**config.mk**
```make
export PLATFORM = sky130hd
export DESIGN_NAME = xdrive_mixer_slew_limiter_core_flat
export DESIGN_NICKNAME = d
export VERILOG_FILES = /design/src/xdm_pkg.sv /design/src/xdm_in_if.sv /design/src/xdm_out_if.sv /design/src/xdm_datapath.sv /design/src/xdm_ctrl.sv /design/src/xdrive_mixer_slew_limiter_core.sv /design/src/flat_wrapper.sv
export VERILOG_INCLUDE_DIRS = /design/src /design/src/src
export SDC_FILE = /design/constraint.sdc
export NUM_CORES = 2
export LEC_CHECK = 0
export ABC_CLOCK_PERIOD_IN_PS = 9800
export BUFFER_PORTS_ARGS = -buffer_cell sky130_fd_sc_hd__buf_2
export CORE_MARGIN = 8
export CORE_UTILIZATION = 59
export CTS_BUF_LIST = sky130_fd_sc_hd__clkbuf_8
export DETAILED_ROUTE_END_ITERATION = 10
export PLACE_DENSITY = 0.82
export SYNTH_ARGS = -nofsm -noshare
export SYNTH_HDL_FRONTEND = slang
export SYNTH_SLANG_ARGS = --single-unit
```
**constraint.sdc**
```tcl
create_clock -name clk -period 9.8 [get_ports clk]
set_clock_uncertainty 0.05 [all_clocks]
set_input_delay 1.96 -clock clk [delete_from_list [all_inputs] [get_ports clk]]
set_output_delay 1.96 -clock clk [all_outputs]
set_load 0.02 [all_outputs]
```
**src/assert_macros.svh**
```systemverilog
// assertion macros shared by the rtl
`ifndef ASSERT_MACROS_SVH
`define ASSERT_MACROS_SVH

`ifndef ASSERT_OFF

// checked on every clock edge outside reset
`define XDM_ASSERT(label, prop) \
    label: assert property (@(posedge clk) disable iff (!rst_n) (prop)) \
    else $error("xdm assertion failed");

// checked also while reset is asserted
`define XDM_ASSERT_ALWAYS(label, prop) \
    label: assert property (@(posedge clk) (prop)) \
    else $error("xdm assertion failed");

`else

`define XDM_ASSERT(label, prop)
`define XDM_ASSERT_ALWAYS(label, prop)

`endif

`endif

```
**src/xdm_pkg.sv**
```systemverilog
package xdm_pkg;

    localparam int CMD_W       = 16;
    localparam int DT_W        = 16;
    localparam int FORCE_W     = 16;
    localparam int MAXF_W      = 15;
    localparam int JERK_W      = 16;
    localparam int SUM_W       = 17;
    localparam int MIX_W       = 18;
    localparam int PROD_W      = 32;
    localparam int STEP_W      = 24;
    localparam int QUO_W       = 15;
    localparam int WHEELS      = 4;
    localparam int WHEEL_W     = 2;
    localparam int DIV_CNT_W   = 4;

    localparam int CFG_IDX_W   = 1;
    localparam int CFG_DATA_W  = 16;

    localparam logic [CFG_IDX_W-1:0] CFG_MAX_FORCE = 1'd0;
    localparam logic [CFG_IDX_W-1:0] CFG_JERK_RATE = 1'd1;

    localparam logic [MAXF_W-1:0] MAX_FORCE_RST = 15'd32767;
    localparam logic [JERK_W-1:0] JERK_RATE_RST = 16'd1024;

    // q1.15 unity, the smallest normalizing divisor
    localparam logic [SUM_W-1:0] ONE_Q15 = 17'd32768;

    localparam logic [DIV_CNT_W-1:0] DIV_LAST = 4'(QUO_W - 1);
    localparam logic [WHEEL_W-1:0]   WHEEL_LAST = 2'(WHEELS - 1);

    typedef struct packed {
        logic               capture;
        logic               prep;
        logic               mul;
        logic               div;
        logic               div_first;
        logic               slew;
        logic               load_out;
        logic [WHEEL_W-1:0] wheel;
    } dp_cmd_t;

endpackage

```
**src/xdm_in_if.sv**
```systemverilog
interface xdm_in_if;
    logic                                valid;
    logic                                ready;
    logic signed [xdm_pkg::CMD_W-1:0]    strafe_right;
    logic signed [xdm_pkg::CMD_W-1:0]    drive_forward;
    logic signed [xdm_pkg::CMD_W-1:0]    turn_rate;
    logic        [xdm_pkg::DT_W-1:0]     step_time;

    modport source (
        output valid, strafe_right, drive_forward, turn_rate, step_time,
        input  ready
    );

    modport sink (
        input  valid, strafe_right, drive_forward, turn_rate, step_time,
        output ready
    );
endinterface

```
**src/xdm_out_if.sv**
```systemverilog
interface xdm_out_if;
    logic                                valid;
    logic                                ready;
    logic signed [xdm_pkg::FORCE_W-1:0]  front_right_out;
    logic signed [xdm_pkg::FORCE_W-1:0]  front_left_out;
    logic signed [xdm_pkg::FORCE_W-1:0]  back_right_out;
    logic signed [xdm_pkg::FORCE_W-1:0]  back_left_out;

    modport source (
        output valid, front_right_out, front_left_out, back_right_out, back_left_out,
        input  ready
    );

    modport sink (
        input  valid, front_right_out, front_left_out, back_right_out, back_left_out,
        output ready
    );
endinterface

```
**src/xdm_datapath.sv**
```systemverilog
module xdm_datapath (
    input  logic                                  clk,
    input  logic                                  rst_n,
    input  xdm_pkg::dp_cmd_t                      cmd,
    input  logic signed [xdm_pkg::CMD_W-1:0]      strafe_right,
    input  logic signed [xdm_pkg::CMD_W-1:0]      drive_forward,
    input  logic signed [xdm_pkg::CMD_W-1:0]      turn_rate,
    input  logic        [xdm_pkg::DT_W-1:0]       step_time,
    input  logic                                  cfg_we,
    input  logic        [xdm_pkg::CFG_IDX_W-1:0]  cfg_index,
    input  logic        [xdm_pkg::CFG_DATA_W-1:0] cfg_data,
    output logic signed [xdm_pkg::FORCE_W-1:0]    front_right_out,
    output logic signed [xdm_pkg::FORCE_W-1:0]    front_left_out,
    output logic signed [xdm_pkg::FORCE_W-1:0]    back_right_out,
    output logic signed [xdm_pkg::FORCE_W-1:0]    back_left_out
);

    logic        [xdm_pkg::MAXF_W-1:0]   max_force_reg;
    logic        [xdm_pkg::JERK_W-1:0]   jerk_rate_reg;

    logic signed [xdm_pkg::CMD_W-1:0]    s_reg;
    logic signed [xdm_pkg::CMD_W-1:0]    f_reg;
    logic signed [xdm_pkg::CMD_W-1:0]    t_reg;
    logic        [xdm_pkg::DT_W-1:0]     dt_reg;

    logic        [xdm_pkg::SUM_W-1:0]    denom_reg;
    logic        [xdm_pkg::SUM_W-1:0]    denom_next;
    logic        [xdm_pkg::STEP_W-1:0]   step_reg;
    logic        [xdm_pkg::STEP_W-1:0]   step_next;
    logic signed [xdm_pkg::MIX_W-1:0]    mix_reg  [xdm_pkg::WHEELS];
    logic signed [xdm_pkg::MIX_W-1:0]    mix_next [xdm_pkg::WHEELS];

    logic        [xdm_pkg::PROD_W-1:0]   prod_reg;
    logic        [xdm_pkg::PROD_W-1:0]   prod_next;
    logic                                neg_reg;
    logic        [xdm_pkg::SUM_W-1:0]    rem_reg;
    logic        [xdm_pkg::SUM_W-1:0]    rem_next;
    logic        [xdm_pkg::QUO_W-1:0]    quo_reg;

    logic signed [xdm_pkg::FORCE_W-1:0]  force_reg [xdm_pkg::WHEELS];
    logic signed [xdm_pkg::FORCE_W-1:0]  force_next;

    logic signed [xdm_pkg::FORCE_W-1:0]  fr_reg;
    logic signed [xdm_pkg::FORCE_W-1:0]  fl_reg;
    logic signed [xdm_pkg::FORCE_W-1:0]  br_reg;
    logic signed [xdm_pkg::FORCE_W-1:0]  bl_reg;

    // prep stage
    logic signed [xdm_pkg::SUM_W-1:0]    sx, fx, tx;
    logic        [xdm_pkg::SUM_W-1:0]    abs_s, abs_f, abs_t, sum;
    logic signed [xdm_pkg::MIX_W-1:0]    sm, fm, tm;
    logic        [2*xdm_pkg::JERK_W-1:0] jerk_dt;

    // multiply and divide
    logic signed [xdm_pkg::MIX_W-1:0]    mix_sel;
    logic        [xdm_pkg::SUM_W-1:0]    mix_mag;
    logic        [xdm_pkg::SUM_W-1:0]    rem_src;
    logic        [xdm_pkg::SUM_W:0]      trial;
    logic                                q_bit;

    // slew stage
    logic signed [xdm_pkg::MIX_W-1:0]    tgt, cur, delta, moved;
    logic        [xdm_pkg::MIX_W-1:0]    delta_mag;
    logic signed [xdm_pkg::MIX_W-1:0]    step_s;

    always_comb
    begin
        sx = xdm_pkg::SUM_W'(s_reg);
        fx = xdm_pkg::SUM_W'(f_reg);
        tx = xdm_pkg::SUM_W'(t_reg);
        abs_s = sx[xdm_pkg::SUM_W-1] ? xdm_pkg::SUM_W'(-sx) : xdm_pkg::SUM_W'(sx);
        abs_f = fx[xdm_pkg::SUM_W-1] ? xdm_pkg::SUM_W'(-fx) : xdm_pkg::SUM_W'(fx);
        abs_t = tx[xdm_pkg::SUM_W-1] ? xdm_pkg::SUM_W'(-tx) : xdm_pkg::SUM_W'(tx);
        sum = abs_s + abs_f + abs_t;
        denom_next = (sum > xdm_pkg::ONE_Q15) ? sum : xdm_pkg::ONE_Q15;

        sm = xdm_pkg::MIX_W'(s_reg);
        fm = xdm_pkg::MIX_W'(f_reg);
        tm = xdm_pkg::MIX_W'(t_reg);
        mix_next[0] = fm - sm + tm;
        mix_next[1] = fm + sm - tm;
        mix_next[2] = fm + sm + tm;
        mix_next[3] = fm - sm - tm;

        jerk_dt = jerk_rate_reg * dt_reg;
        step_next = jerk_dt[2*xdm_pkg::JERK_W-1:8];
    end

    always_comb
    begin
        mix_sel = mix_reg[cmd.wheel];
        mix_mag = mix_sel[xdm_pkg::MIX_W-1] ? xdm_pkg::SUM_W'(-mix_sel)
                                            : xdm_pkg::SUM_W'(mix_sel);
        prod_next = xdm_pkg::PROD_W'(mix_mag) * xdm_pkg::PROD_W'(max_force_reg);

        // restoring divide, one quotient bit per cycle; the top part is below denom
        rem_src = cmd.div_first ? prod_reg[xdm_pkg::PROD_W-1:xdm_pkg::QUO_W] : rem_reg;
        trial = {rem_src, prod_reg[xdm_pkg::QUO_W-1]};
        q_bit = (trial >= {1'b0, denom_reg});
        rem_next = q_bit ? xdm_pkg::SUM_W'(trial - {1'b0, denom_reg})
                         : trial[xdm_pkg::SUM_W-1:0];
    end

    always_comb
    begin
        tgt = neg_reg ? -xdm_pkg::MIX_W'(quo_reg) : xdm_pkg::MIX_W'(quo_reg);
        cur = xdm_pkg::MIX_W'(force_reg[cmd.wheel]);
        delta = tgt - cur;
        delta_mag = delta[xdm_pkg::MIX_W-1] ? xdm_pkg::MIX_W'(-delta) : xdm_pkg::MIX_W'(delta);
        step_s = signed'({1'b0, step_reg[xdm_pkg::MIX_W-2:0]});
        moved = delta[xdm_pkg::MIX_W-1] ? (cur - step_s) : (cur + step_s);
        // snap when the target is within one step
        if (xdm_pkg::STEP_W'(delta_mag) <= step_reg)
        begin
            force_next = tgt[xdm_pkg::FORCE_W-1:0];
        end
        else
        begin
            force_next = moved[xdm_pkg::FORCE_W-1:0];
        end
    end

    always_ff @(posedge clk or negedge rst_n)
    begin
        if (!rst_n)
        begin
            max_force_reg <= xdm_pkg::MAX_FORCE_RST;
            jerk_rate_reg <= xdm_pkg::JERK_RATE_RST;
            for (int i = 0; i < xdm_pkg::WHEELS; i++)
            begin
                force_reg[i] <= '0;
            end
        end
        else
        begin
            if (cfg_we)
            begin
                case (cfg_index)
                    xdm_pkg::CFG_MAX_FORCE: max_force_reg <= cfg_data[xdm_pkg::MAXF_W-1:0];
                    xdm_pkg::CFG_JERK_RATE: jerk_rate_reg <= cfg_data[xdm_pkg::JERK_W-1:0];
                    default: ;
                endcase
            end
            if (cmd.slew)
            begin
                force_reg[cmd.wheel] <= force_next;
            end
        end
    end

    always_ff @(posedge clk)
    begin
        if (cmd.capture)
        begin
            s_reg  <= strafe_right;
            f_reg  <= drive_forward;
            t_reg  <= turn_rate;
            dt_reg <= step_time;
        end
        if (cmd.prep)
        begin
            denom_reg <= denom_next;
            step_reg  <= step_next;
            for (int i = 0; i < xdm_pkg::WHEELS; i++)
            begin
                mix_reg[i] <= mix_next[i];
            end
        end
        if (cmd.mul)
        begin
            prod_reg <= prod_next;
            neg_reg  <= mix_sel[xdm_pkg::MIX_W-1];
        end
        if (cmd.div)
        begin
            rem_reg  <= rem_next;
            quo_reg  <= {quo_reg[xdm_pkg::QUO_W-2:0], q_bit};
            prod_reg <= prod_reg << 1;
        end
        if (cmd.load_out)
        begin
            fr_reg <= force_reg[0];
            fl_reg <= force_reg[1];
            br_reg <= force_reg[2];
            bl_reg <= force_reg[3];
        end
    end

    assign front_right_out = fr_reg;
    assign front_left_out  = fl_reg;
    assign back_right_out  = br_reg;
    assign back_left_out   = bl_reg;

endmodule

```
**src/xdm_ctrl.sv**
```systemverilog
`include "assert_macros.svh"

module xdm_ctrl (
    input  logic             clk,
    input  logic             rst_n,
    input  logic             in_valid,
    output logic             in_ready,
    output logic             out_valid,
    input  logic             out_ready,
    output xdm_pkg::dp_cmd_t cmd
);

    localparam logic [2:0] ST_IDLE = 3'd0;
    localparam logic [2:0] ST_PREP = 3'd1;
    localparam logic [2:0] ST_MUL  = 3'd2;
    localparam logic [2:0] ST_DIV  = 3'd3;
    localparam logic [2:0] ST_SLEW = 3'd4;
    localparam logic [2:0] ST_DONE = 3'd5;

    logic [2:0]                      state_reg, state_next;
    logic [xdm_pkg::DIV_CNT_W-1:0]   cnt_reg, cnt_next;
    logic [xdm_pkg::WHEEL_W-1:0]     wheel_reg, wheel_next;
    logic                            out_valid_reg, out_valid_next;
    logic                            in_fire;
    logic                            out_free;
    logic                            slew_last;

    assign in_ready = (state_reg == ST_IDLE);
    assign in_fire  = in_valid && in_ready;
    assign out_free = !out_valid_reg || out_ready;
    assign out_valid = out_valid_reg;
    assign slew_last = (state_reg == ST_SLEW) && (wheel_reg == xdm_pkg::WHEEL_LAST);

    always_comb
    begin
        state_next     = state_reg;
        cnt_next       = cnt_reg;
        wheel_next     = wheel_reg;
        out_valid_next = out_valid_reg && !out_ready;
        cmd            = '0;
        cmd.wheel      = wheel_reg;
        cmd.div_first  = (cnt_reg == '0);

        case (state_reg)
            ST_IDLE:
            begin
                if (in_fire)
                begin
                    cmd.capture = 1'b1;
                    state_next  = ST_PREP;
                end
            end
            ST_PREP:
            begin
                cmd.prep   = 1'b1;
                wheel_next = '0;
                state_next = ST_MUL;
            end
            ST_MUL:
            begin
                cmd.mul    = 1'b1;
                cnt_next   = '0;
                state_next = ST_DIV;
            end
            ST_DIV:
            begin
                cmd.div = 1'b1;
                if (cnt_reg == xdm_pkg::DIV_LAST)
                begin
                    state_next = ST_SLEW;
                end
                else
                begin
                    cnt_next = cnt_reg + 1'b1;
                end
            end
            ST_SLEW:
            begin
                cmd.slew = 1'b1;
                if (wheel_reg == xdm_pkg::WHEEL_LAST)
                begin
                    state_next = ST_DONE;
                end
                else
                begin
                    wheel_next = wheel_reg + 1'b1;
                    state_next = ST_MUL;
                end
            end
            ST_DONE:
            begin
                // wait for the output register to free up
                if (out_free)
                begin
                    cmd.load_out   = 1'b1;
                    out_valid_next = 1'b1;
                    state_next     = ST_IDLE;
                end
            end
            default:
            begin
                state_next = ST_IDLE;
            end
        endcase
    end

    always_ff @(posedge clk or negedge rst_n)
    begin
        if (!rst_n)
        begin
            state_reg     <= ST_IDLE;
            cnt_reg       <= '0;
            wheel_reg     <= '0;
            out_valid_reg <= 1'b0;
        end
        else
        begin
            state_reg     <= state_next;
            cnt_reg       <= cnt_next;
            wheel_reg     <= wheel_next;
            out_valid_reg <= out_valid_next;
        end
    end

    `XDM_ASSERT(a_accept_to_prep, in_fire |=> (state_reg == ST_PREP))
    `XDM_ASSERT(a_div_count_bound, (state_reg == ST_DIV) |-> (cnt_reg <= xdm_pkg::DIV_LAST))
    `XDM_ASSERT(a_last_wheel_done, slew_last |=> (state_reg == ST_DONE))
    `XDM_ASSERT(a_load_sets_valid, cmd.load_out |=> out_valid_reg)
    `XDM_ASSERT(a_no_load_while_full, cmd.load_out |-> out_free)

endmodule

```
**src/xdrive_mixer_slew_limiter_core.sv**
```systemverilog
// X-drive wheel mixer with slew limit. Each command item (strafe, forward, turn in q1.15
// and a time step in microseconds) yields one result item with the four new motor forces,
// front right, front left, back right, back left. The mix is normalized by |s|+|f|+|t| when
// that exceeds one, scaled by max_force, and each stored force then moves toward its target
// by at most jerk_rate*step_time/256. From acceptance an item passes a prep step, then per wheel
// a multiply, a restoring divide with one quotient bit per cycle and a slew, then the output
// load; the single shared divider is used once per wheel. No new item is accepted until the
// result is loaded. The result sits in an output register, so the next item is taken while it
// waits. max_force and jerk_rate sit at indexes 0 and 1 of the config port; the user must write
// them only while the block is idle, which the block itself does not enforce; motor forces reset to zero.
module xdrive_mixer_slew_limiter_core (
    input  logic                                  clk,
    input  logic                                  rst_n,
    xdm_in_if.sink                                in_item,
    xdm_out_if.source                             out_item,
    input  logic                                  cfg_we,
    input  logic        [xdm_pkg::CFG_IDX_W-1:0]  cfg_index,
    input  logic        [xdm_pkg::CFG_DATA_W-1:0] cfg_data
);

    xdm_pkg::dp_cmd_t cmd;

    xdm_ctrl u_ctrl (
        .clk       (clk),
        .rst_n     (rst_n),
        .in_valid  (in_item.valid),
        .in_ready  (in_item.ready),
        .out_valid (out_item.valid),
        .out_ready (out_item.ready),
        .cmd       (cmd)
    );

    xdm_datapath u_datapath (
        .clk             (clk),
        .rst_n           (rst_n),
        .cmd             (cmd),
        .strafe_right    (in_item.strafe_right),
        .drive_forward   (in_item.drive_forward),
        .turn_rate       (in_item.turn_rate),
        .step_time       (in_item.step_time),
        .cfg_we          (cfg_we),
        .cfg_index       (cfg_index),
        .cfg_data        (cfg_data),
        .front_right_out (out_item.front_right_out),
        .front_left_out  (out_item.front_left_out),
        .back_right_out  (out_item.back_right_out),
        .back_left_out   (out_item.back_left_out)
    );

endmodule

```
**src/flat_wrapper.sv**
```systemverilog
// flat-port wrapper written by rule: the top's interface ports become plain ports
module xdrive_mixer_slew_limiter_core_flat 
  (clk, rst_n, cfg_we, cfg_index, cfg_data, in_item_valid, in_item_strafe_right, in_item_drive_forward, in_item_turn_rate, in_item_step_time, in_item_ready, out_item_valid, out_item_front_right_out, out_item_front_left_out, out_item_back_right_out, out_item_back_left_out, out_item_ready);
  xdm_in_if in_item_i ();
  xdm_out_if out_item_i ();
  input  logic clk;
  input  logic rst_n;
  input  logic cfg_we;
  input  logic        [xdm_pkg::CFG_IDX_W-1:0] cfg_index;
  input  logic        [xdm_pkg::CFG_DATA_W-1:0] cfg_data;
  input wire logic [$bits(in_item_i.valid)-1:0] in_item_valid;
  input wire logic [$bits(in_item_i.strafe_right)-1:0] in_item_strafe_right;
  input wire logic [$bits(in_item_i.drive_forward)-1:0] in_item_drive_forward;
  input wire logic [$bits(in_item_i.turn_rate)-1:0] in_item_turn_rate;
  input wire logic [$bits(in_item_i.step_time)-1:0] in_item_step_time;
  output wire logic [$bits(in_item_i.ready)-1:0] in_item_ready;
  output wire logic [$bits(out_item_i.valid)-1:0] out_item_valid;
  output wire logic [$bits(out_item_i.front_right_out)-1:0] out_item_front_right_out;
  output wire logic [$bits(out_item_i.front_left_out)-1:0] out_item_front_left_out;
  output wire logic [$bits(out_item_i.back_right_out)-1:0] out_item_back_right_out;
  output wire logic [$bits(out_item_i.back_left_out)-1:0] out_item_back_left_out;
  input wire logic [$bits(out_item_i.ready)-1:0] out_item_ready;
  assign in_item_i.valid = in_item_valid;
  assign in_item_i.strafe_right = in_item_strafe_right;
  assign in_item_i.drive_forward = in_item_drive_forward;
  assign in_item_i.turn_rate = in_item_turn_rate;
  assign in_item_i.step_time = in_item_step_time;
  assign in_item_ready = in_item_i.ready;
  assign out_item_valid = out_item_i.valid;
  assign out_item_front_right_out = out_item_i.front_right_out;
  assign out_item_front_left_out = out_item_i.front_left_out;
  assign out_item_back_right_out = out_item_i.back_right_out;
  assign out_item_back_left_out = out_item_i.back_left_out;
  assign out_item_i.ready = out_item_ready;
  xdrive_mixer_slew_limiter_core u_core (.clk(clk), .rst_n(rst_n), .in_item(in_item_i), .out_item(out_item_i), .cfg_we(cfg_we), .cfg_index(cfg_index), .cfg_data(cfg_data));
endmodule
```
==> flow_summary.ini <==
[critical_path]
path_max_fanout = 16
crit_start = u_core.u_ctrl.wheel_reg[0]
critPathCaptureType = flop
path_class = flop to flop
worstPathRequired_ns = 10.18
worstPathArrival_ns = 9.61
r2r_start = u_core.u_ctrl.wheel_reg[0]
critPathLaunchType = flop

[placement]
place_inst = 5143
place_ws_ns = 0.4818
numPortBuffers = 151
gpl.final_weighted_congestion = 0.9400
post-dp-hpwl_um = 78160

[floorplan]
die_x_um = 281.3
fp.dieH_um = 281.3
core_area_um2 = 69910
io_pins = 152
die_area_um2 = 79120
start_util = 0.5939
rows = 97

[cells_and_area]
drive_gt1_frac = 0.09995
nNetsFinal = 5166
final_cell_mix = inv_1, nand2_1, fa_1, ha_1, edfxtp_1
fillers = 5463
layout_commonest_cell = inv_1
areaGrowthSynthToFinish_pct = 7.733
multi_input_area_um2 = 26840
seq_area_um2 = 11740
fin_cells = 5285
largest_register_ffs = 69

[global_routing]
met2_usage = 0.4255
antenna_found_initial = 17
top_usage_layer = met2
gr-usage-met1 = 0.3272
grt_pass1_wl_um = 161700
use_met3 = 0.05121
grtUsageTotal = 0.2559
grt_pass1_vias = 31604
grt_max_degree = 81
overflow = 0

[run]
maxCapViolCount = 0

[synthesis]
syn-num-nets = 5045
yosys_warnings = 0
yosysSeqAreaShare = 0.2827
synth-seq-cells = 408
synthDistinctLibCells = 82
synth-adder-area-share = 0.3171
synthCells = 4154
synth_edf_count = 302
synth-simple-area-share = 0.1345
synthMuxAreaShare = 0.03890
synth_top_family_by_area = adder cells
synth_compound_area_frac = 0.09700
yosys.area_share.xor_xnor = 0.05819
synth_ff_type = edfxtp_1
avgSynthCellArea_um2 = 9.995
synthArstFlopShare = 0.2574
syn_area_um2 = 41520

[routing]
vias = 30366
drcViolationCount = 0
drtPass1Iterations = 5
viasPerCell = 5.746
ant_nets = 0
wirelength_um = 99730
wl_per_cell_um = 18.87
drtIter0Drc = 2195

[sta]
worst_slew_pin_slew_ns = 1.275
slew_violations = 0
rsz0062_at_grt = false
fin_setup_tns_ns = 0
holdWs_ns = 0.4038
fmax_ghz = 0.1083
fin_ws_ns = 0.5666
setup_viol = 0
timing.final.crit_share = 0.9422
finalHoldViolCount = 0
period_needed_ns = 9.233
slew_headroom = 0.1502

[status]
outcome = finished clean

[clocking]
cts_resized = 0
clock_latency_ns = 0.73
clkTransAtPathRegs_ns = 0.06
cts_root_buffer = clkbuf_8
cts.sinks = 408
cts_buffers = 70
holdBufCountCts = 0
htreeDepth = 3
cts_tree = built
clockBufferDepth = 3
post-cts-setup-buffer-count = 0

[min_path]
min_from = u_core.u_datapath.prod_reg[0]
min_path_type = flop to flop
==> layer usage <==
metal,vias up,share of wire
met5,-,0.00024
met4,4,0.040
met3,281,0.084
met2,1226,0.47
met1,14859,0.40
li1,13996,-
==> through the flow <==
stage	util	cell area, um^2
after detailed placement	0.6183	43230
final	0.6399	44730
after global placement	0.6183	43230
after CTS	0.6393	44690
after floorplan	-	41520
after global routing	0.6395	44710
==> cell families after synthesis <==
group | after synthesis
xor gates and xnor gates | 275
buffers and inverters | 791
AOI/OAI and AO/OA | 622
muxes | 114
DFF | 408
adders and majority gates | 805
and+or+nand+nor | 1139
==> worst max-delay path: stages (launching register included) <==
cell,delay [ns]
dfrtp_4,0.60
mux4_2,0.58
nor3_1,0.36
nor3b_1,0.26
and2_1,0.26
a21oi_1,0.11
xor2_1,0.67
nand2_1,0.17
fa_1,0.51
fa_1,0.52
inv_1,0.05
fa_1,0.47
fa_1,0.52
fa_1,0.54
inv_1,0.05
fa_1,0.54
inv_1,0.05
ha_1,0.34
a21o_1,0.21
o21bai_1,0.20
or2_2,0.30
o31ai_2,0.33
o31a_1,0.23
o21ai_0,0.25
o41ai_1,0.45
xnor2_1,0.13
mux2i_1,0.16
nor2_1,0.06
==> final cells by class <==
class,count,share of cell area
Multi-Input combinational cell,2955,0.6001
Sequential cell,408,0.2625
Inverter,655,0.05497
Tap cell,940,0.02629
Clock buffer,76,0.02338
Timing Repair Buffer,185,0.02266
Clock inverter,53,0.009343
Antenna cell,13,0.0007273
==> worst paths after layout <==
kind | endpoint | slack (ns) | cells after the start
worst max-delay path | u_core.u_datapath.prod_reg[29] | 0.57 | 27
worst min-delay path | u_core.u_datapath.prod_reg[0] | 0.40 | 2
worst max register to register | u_core.u_datapath.prod_reg[29] | 0.57 | 27
worst min register to register | u_core.u_datapath.prod_reg[0] | 0.40 | 2
max in group asynchronous | u_core.u_ctrl.wheel_reg[0] | 7.06 | 2
min in group asynchronous | u_core.u_datapath.force_reg[55] | 1.09 | 1
==> cells in the mapped netlist, types with 13 or more instances <==
library cell	instances	area share
inv_1	653	0.059
nand2_1	442	0.040
fa_1	412	0.20
ha_1	393	0.12
edfxtp_1	302	0.22
and2_1	233	0.035
xnor2_1	204	0.043
a21oi_1	167	0.020
o21ai_0	163	0.020
nor2_1	159	0.014
clkbuf_1	126	0.011
dfrtp_1	89	0.054
nor2b_1	72	0.011
xor2_1	70	0.015
mux2_2	59	0.016
nor3_1	51	0.0061
a21o_1	45	0.0081
nand2b_1	40	0.0060
o21a_1	38	0.0069
mux4_2	32	0.017
o31ai_1	31	0.0056
nand3_1	28	0.0034
or3_1	27	0.0041
o21bai_1	26	0.0047
mux2i_1	23	0.0055
nor4_1	22	0.0033
a211oi_1	21	0.0038
a31oi_1	18	0.0027
nand4_1	18	0.0027
o41ai_1	17	0.0036
dfstp_2	16	0.010
or2_2	13	0.0020
Power is left out: the tool's default activity adds up to more than one toggle a clock period on the data nets, which glitch-free logic cannot reach.
